### config.mk
export PLATFORM = sky130hd
export DESIGN_NAME = tkp_front
export DESIGN_NICKNAME = d
export VERILOG_FILES = /design/src/rtl/core/tkp_pkg.sv /design/src/rtl/core/tkp_front.sv
export SDC_FILE = /design/constraint.sdc
export NUM_CORES = 1
export LEC_CHECK = 0
export BUFFER_PORTS_ARGS = -buffer_cell sky130_fd_sc_hd__buf_2
export CORE_MARGIN = 2
export CORE_UTILIZATION = 43
export CTS_BUF_LIST = sky130_fd_sc_hd__clkbuf_16
export CTS_CLUSTER_SIZE = 12
export DETAILED_ROUTE_END_ITERATION = 10
export GPL_TIMING_DRIVEN = 1
export PLACE_DENSITY = 0.75
export SETUP_SLACK_MARGIN = 0.4
export SLEW_MARGIN = 40
export SYNTH_ARGS = -nofsm -noshare
export SYNTH_HDL_FRONTEND = slang
export SYNTH_SLANG_ARGS = --single-unit
### constraint.sdc
create_clock -name i_clk -period 3.6 [get_ports i_clk]
set_input_delay 0.72 -clock i_clk [delete_from_list [all_inputs] [get_ports i_clk]]
set_output_delay 0.72 -clock i_clk [all_outputs]
set_load 0.05 [all_outputs]
### src/rtl/core/tkp_pkg.sv
// Shared types, constants and the base-2 exponent table of the top-k / top-p sampler.
`timescale 1ns / 1ps
`default_nettype none
package tkp_pkg;

    localparam int TKP_K_MAX     = 64;
    localparam int TKP_VOCAB_MAX = 131072;

    localparam logic [6:0]  TKP_TOP_K_RESET = 7'd40;
    localparam logic [16:0] TKP_TOP_P_RESET = 17'd58982;

    // Configuration register indexes
    localparam logic TKP_REG_TOP_K = 1'b0;
    localparam logic TKP_REG_TOP_P = 1'b1;

    typedef struct packed {
        logic signed [15:0] logit;
        logic               last;
        logic [15:0]        random_draw;
    } t_tkp_req;

    typedef struct packed {
        logic [16:0] token_index;
        logic        fell_back;
    } t_tkp_res;

    // round(65536 * 2^(-j/16)) for j = 0..16
    function automatic logic [16:0] tkp_pow2(input logic [4:0] idx);
        logic [16:0] r;
        begin
            case (idx)
                5'd0:    r = 17'd65536;
                5'd1:    r = 17'd62757;
                5'd2:    r = 17'd60097;
                5'd3:    r = 17'd57549;
                5'd4:    r = 17'd55109;
                5'd5:    r = 17'd52773;
                5'd6:    r = 17'd50535;
                5'd7:    r = 17'd48393;
                5'd8:    r = 17'd46341;
                5'd9:    r = 17'd44376;
                5'd10:   r = 17'd42495;
                5'd11:   r = 17'd40693;
                5'd12:   r = 17'd38968;
                5'd13:   r = 17'd37316;
                5'd14:   r = 17'd35734;
                5'd15:   r = 17'd34219;
                5'd16:   r = 17'd32768;
                default: r = 17'd0;
            endcase
            return r;
        end
    endfunction

endpackage
`default_nettype wire

### src/rtl/core/tkp_front.sv
// Front request queue: accepts logit requests and buffers them for the back end.
`timescale 1ns / 1ps
`default_nettype none
module tkp_front
    import tkp_pkg::*;
(
    input  wire logic     i_clk,
    input  wire logic     i_rst_n,
    input  wire logic     i_req_valid,
    output logic          o_req_ready,
    input  wire t_tkp_req i_req,
    output logic          o_q_valid,
    output t_tkp_req      o_q_item,
    input  wire logic     i_q_pop
);

    localparam int DEPTH = 4;
    localparam int AW    = 2;

    t_tkp_req       r_mem [DEPTH];
    logic [AW-1:0]  r_wptr;
    logic [AW-1:0]  r_rptr;
    logic [AW:0]    r_fill;
    logic           w_push;
    logic           w_pop;

    assign o_req_ready = (r_fill != (AW+1)'(DEPTH));
    assign o_q_valid   = (r_fill != '0);
    assign o_q_item    = r_mem[r_rptr];
    assign w_push      = i_req_valid && o_req_ready;
    assign w_pop       = i_q_pop && o_q_valid;

    // Store incoming requests
    always_ff @(posedge i_clk) begin
        if (w_push) begin
            r_mem[r_wptr] <= i_req;
        end
    end

    // Advance pointers and fill level
    always_ff @(posedge i_clk) begin
        if (!i_rst_n) begin
            r_wptr <= '0;
            r_rptr <= '0;
            r_fill <= '0;
        end else begin
            if (w_push) r_wptr <= r_wptr + 1'b1;
            if (w_pop)  r_rptr <= r_rptr + 1'b1;
            if (w_push && !w_pop) r_fill <= r_fill + 1'b1;
            else if (!w_push && w_pop) r_fill <= r_fill - 1'b1;
        end
    end

endmodule
`default_nettype wire

-- Word level (Yosys, flattened, before mapping)
Memory sizes are Yosys's and may differ from the RTL's. A register that Yosys moved wholly into a read port is not among the register bits.
Index checks and enable logic that the tools add are counted.
Widths: inputs -> output; s select.
- $add $sub $neg: 4
- equal/unequal tests: 1
- multiplexer cells: 6
- reduce and logical (&&, ||, !) cells: 8
- operators by type and width (kind ; number):
    $mux 3 ; 2
    $add 2x1->2 const B ; 2
    $logic_and 1x1->1 ; 4
    $mux 2 ; 2
    $add 3x1->3 const B ; 1
    $ne 3x3->1 const B ; 1
    $reduce_bool 3->1 ; 1
    $sub 3x1->3 const B ; 1
    $logic_not 1->1 ; 2
    $mux 1 ; 2
    $reduce_bool 2->1 ; 1
- bits in registers: 7
- RAM bits: 132
- input port bits: 37
- output and inout port bits: 35
- word-level logic and storage cells: 23
- memories: 1
- memories (name ; words ; width ; rd ports ; clocked after Yosys merged registers in ; wr ports ; RTL line ; text):
    r_mem ; 4 ; 33 ; 1 ; 1 ; 1 ; tkp_front.sv:20 ; t_tkp_req r_mem [DEPTH];

-- Longest topological paths before layout
- depth in word-level cells: 6
- depth in mapped cells: 8
- mapped depth without buffers: 8

-- Least setup slack after synthesis
Ideal clock, no wire load.
- path type: in2reg
- start: input i_req_valid
- end: register r_fill[2]
- setup time: 0.076 ns
- data arrival time: 2.199 ns
- data required time: 3.524 ns
- slack: 1.326 ns
- cell stages on the path: 7
- path buffers: 0
- path through: a21boi_2 -> ha_1 -> inv_1 -> fa_1 -> xor2_1 -> or3_1 -> a21boi_0
- longest elaborated chain between the ends: 4
- elaborated cells on any way between the ends: 6
- classes of those cells: 1 x mux; 5 x reduce/logical
- RTL lines (what ; RTL line ; text):
    start, declared ; tkp_front.sv:9 ; input wire logic i_req_valid,
    $logic_and 1x1->1 (*) ; tkp_front.sv:30 ; assign w_push = i_req_valid && o_req_ready;
    $logic_not 1->1 ; tkp_front.sv:50 ; else if (!w_push && w_pop) r_fill <= r_fill - 1'b1;
    $logic_and 1x1->1 ; tkp_front.sv:50 ;
    $reduce_bool 2->1 (no source line) ; - ;
    end signal, assigned ; tkp_front.sv:49 ; if (w_push && !w_pop) r_fill <= r_fill + 1'b1;
    end signal, assigned ; tkp_front.sv:50 ;
    end, declared ; tkp_front.sv:23 ; logic [AW:0] r_fill;
Every way passes the cells marked *; elsewhere a longest branch is shown, timed or not.
A chain may end at the register's enable or synchronous reset.

==> reports/results.txt <==
Status = completed
Post-Synth Simple-Gate Area = 1.72%
Largest net degree at the start of global routing = 34
Detailed Route WL = 8680 µm
Total grt overflow = 0
Sequential element share of the synthesized area = 78.1%
# port buffers = 71
Die height = 115 µm
Chip width = 115 µm
LEAKAGE = 2.21 nW
Worst hold slack = 0.499 ns
Post_cts resized = 0
Vias = 2382
Crit Path Class = register to primary output
Hold Path Class = register to register
Initial antenna violation count = 1
Num Clock Sinks = 141
CTS tree = done
IO Count = 72
Tmin final = 2.81 ns
Endpoint of the worst hold path = r_wptr[1]
Worst Path Required = 2.88 ns
Peak supply drop = 0.000302 V
CP Capture Type = primary output
Setup tns final = 0 ns
DP Area = 5790 µm²
Layout Cells excl Fill = 464
Slew of the pin with the lowest slew margin = 0.531 ns
RSZ-0062 raised after global routing = false
Root buffer cell = clkbuf_16
Hold Buf Count CTS = 0
Crit path max fanout = 15
Syn nets = 264
Proportion of synthesized area in mux cells = 14.8%
GP Congestion = 0.695
Netlist Area Pre-Place = 5300 µm²
Vias/cell = 5.13
Placed cells = 432
Bufs on Longest Clock Path = 2
Synth warnings = 0
DP Wirelength = 5160 µm
Relative slew slack = 64.6%
Post-route cell area = 6420 µm²
Final Max Tran Viols = 0
Worst-path clk slew = 0.06 ns
Layout cell share with drive strength beyond 1 = 44.0%
Post-synthesis cell type count = 24
Core Area = 12000 µm²
# setup viols final = 0
Mapped Cells = 221
Hold-critical path depth = 2
Standard-cell row count = 40
Die ar. = 13200 µm²
Max-Cap Viols = 0
R2r startpoint = r_fill[0]
Final nets = 347
DR iter-0 viols = 145
CTS Buf Count = 17
Critical path data arrival time = 2.09 ns
Gr usage total = 14.2%
Upper clock frequency limit = 357 MHz
First-pass GRT wire length = 13300 µm
#FFs+latches synth = 141
Final ANT Viol Nets = 0
Endpoints failing hold = 0
Synth Area in XOR/XNOR = 0.661%
P&R area growth vs syn = 21.0%
Post-route clock period utilization = 77.9%
Hold path startpoint = r_wptr[1]
Drt first pass iters = 4
Insertion delay of the later-clocked pin in the worst-skew pair = 0.41 ns
Clk_skew = 0.00890 ns
Starting density of the core = 44.2%
DRC violations left = 0
FF-to-FF path depth = 8
Reg-to-Reg End = r_fill[2]
Vias in the first global route = 2508
Routed WL per cell = 18.7 µm
Compound-Gate Fraction of Synth Area = 1.16%
Pwr per Cell Area = 855 nW/µm²
Synth Area in Adders = 1.56%
Main combinational cell family by area after synthesis = multiplexers
R2R Setup Slk = 1.27 ns
Synth Area per Inst = 24.0 µm²
Postcts setup bufs = 0
Critical path launch point type = register
H-tree levels = 4
[logic make-up after synthesis]
| logic type | count (synthesis) |
|---|---|
| buffers and inverters | 12 |
| xor gates and xnor gates | 4 |
| DFF | 141 |
| adders and majority gates | 6 |
| and+or+nand+nor | 17 |
| AOI/OAI and AO/OA | 5 |
| muxes | 36 |
[state kept, by name, indices dropped and copies added (netlist names), named ones only]
| name | count |
|---|---|
| r_rptr | 2 |
| r_wptr | 2 |
| r_fill | 3 |
| r_mem | 132 |
[metrics by stage]
| stage | utilization, % | setup WS [ns] | power, W |
|---|---|---|---|
| 2_1_floorplan | - | 1.33 | 0.00343 |
| 3_3_place_gp | 48.2 | 1.15 | 0.00371 |
| 3_5_place_dp | 48.2 | 1.09 | 0.00373 |
| 4_1_cts | 53.4 | 0.698 | 0.00557 |
| 5_1_grt | 53.4 | 0.645 | 0.00571 |
| 6_report | 53.4 | 0.795 | 0.00549 |
[per-layer routing]
layer | up-vias | routed length, µm | share of wire [%] | track usage [%]
li1 | 1092 | - | - | -
met1 | 1216 | 3700 | 43 | 17.4
met2 | 62 | 4340 | 50 | 22.5
met3 | 12 | 483 | 5.6 | 5.80
met4 | 0 | 158 | 1.8 | 6.27
met5 | - | 0 | 0 | 0
[cell usage in the layout (no fill, tap or decap), types with 2 or more instances in the layout]
master     instances
buf_2             71
dfxtp_1            7
clkinv_1           3
mux4_2            30
edfxtp_1         132
clkbuf_16         17
bufinv_16          5
inv_1              4
and2_1             4
and2_4             4
clkinv_2           2
mux2i_1            3
ha_1               5
or3_1              2
mux4_1             3
nand2_1            5
xnor2_1            3
[power by group]
group	total, W	internal [W]	switching, W
Combinational	0.00153	0.000515	0.00102
Clock	0.00183	0.00121	0.000613
Sequential	0.00213	0.00200	0.000132
[synth_stat cells]
master | n | share of area [%]
a21boi_0 | 1 | 0.14
a21boi_2 | 1 | 0.21
and2_1 | 8 | 0.94
buf_12 | 3 | 1.1
buf_2 | 3 | 0.28
buf_6 | 1 | 0.21
clkbuf_1 | 2 | 0.14
dfxtp_1 | 9 | 3.4
edfxtp_1 | 132 | 75
fa_1 | 1 | 0.38
ha_1 | 5 | 1.2
inv_1 | 3 | 0.21
mux2i_1 | 3 | 0.57
mux4_1 | 3 | 1.5
mux4_2 | 30 | 13
nand2_1 | 5 | 0.35
nor2_1 | 1 | 0.071
nor2b_1 | 1 | 0.12
o21ai_0 | 1 | 0.094
o311ai_2 | 1 | 0.31
o31ai_4 | 1 | 0.40
or3_1 | 2 | 0.24
xnor2_1 | 3 | 0.50
xor2_1 | 1 | 0.17
[critical path, cell delays in order (launching register included)]
cell and delay, ns:
dfxtp_2 0.62, buf_12 0.24, mux4_1 0.58, buf_2 0.23
[worst max-delay path by stage]
stage,from,end,slack (ns),depth (start not counted)
final,register,o_q_item[28],0.79,3
after global placement,register,o_q_item[29],1.15,3
after floorplan,i_req_valid,r_fill[2],1.33,7
after CTS,register,o_q_item[28],0.70,3
after global routing,register,o_q_item[29],0.65,3
after detailed placement,i_req_valid,r_fill[2],1.09,8
[final cells by class]
cell class / count / area [µm²]
timing repair buffer: 73 / 383
multi-input combinational: 68 / 1060
inverter: 3 / 11.3
fill: 941 / 5590
tap: 147 / 184
antenna: 1 / 2.50
clock buffer: 17 / 425
clock inverter: 14 / 200
sequential: 141 / 4150
(Power assumes the default switching activity.)
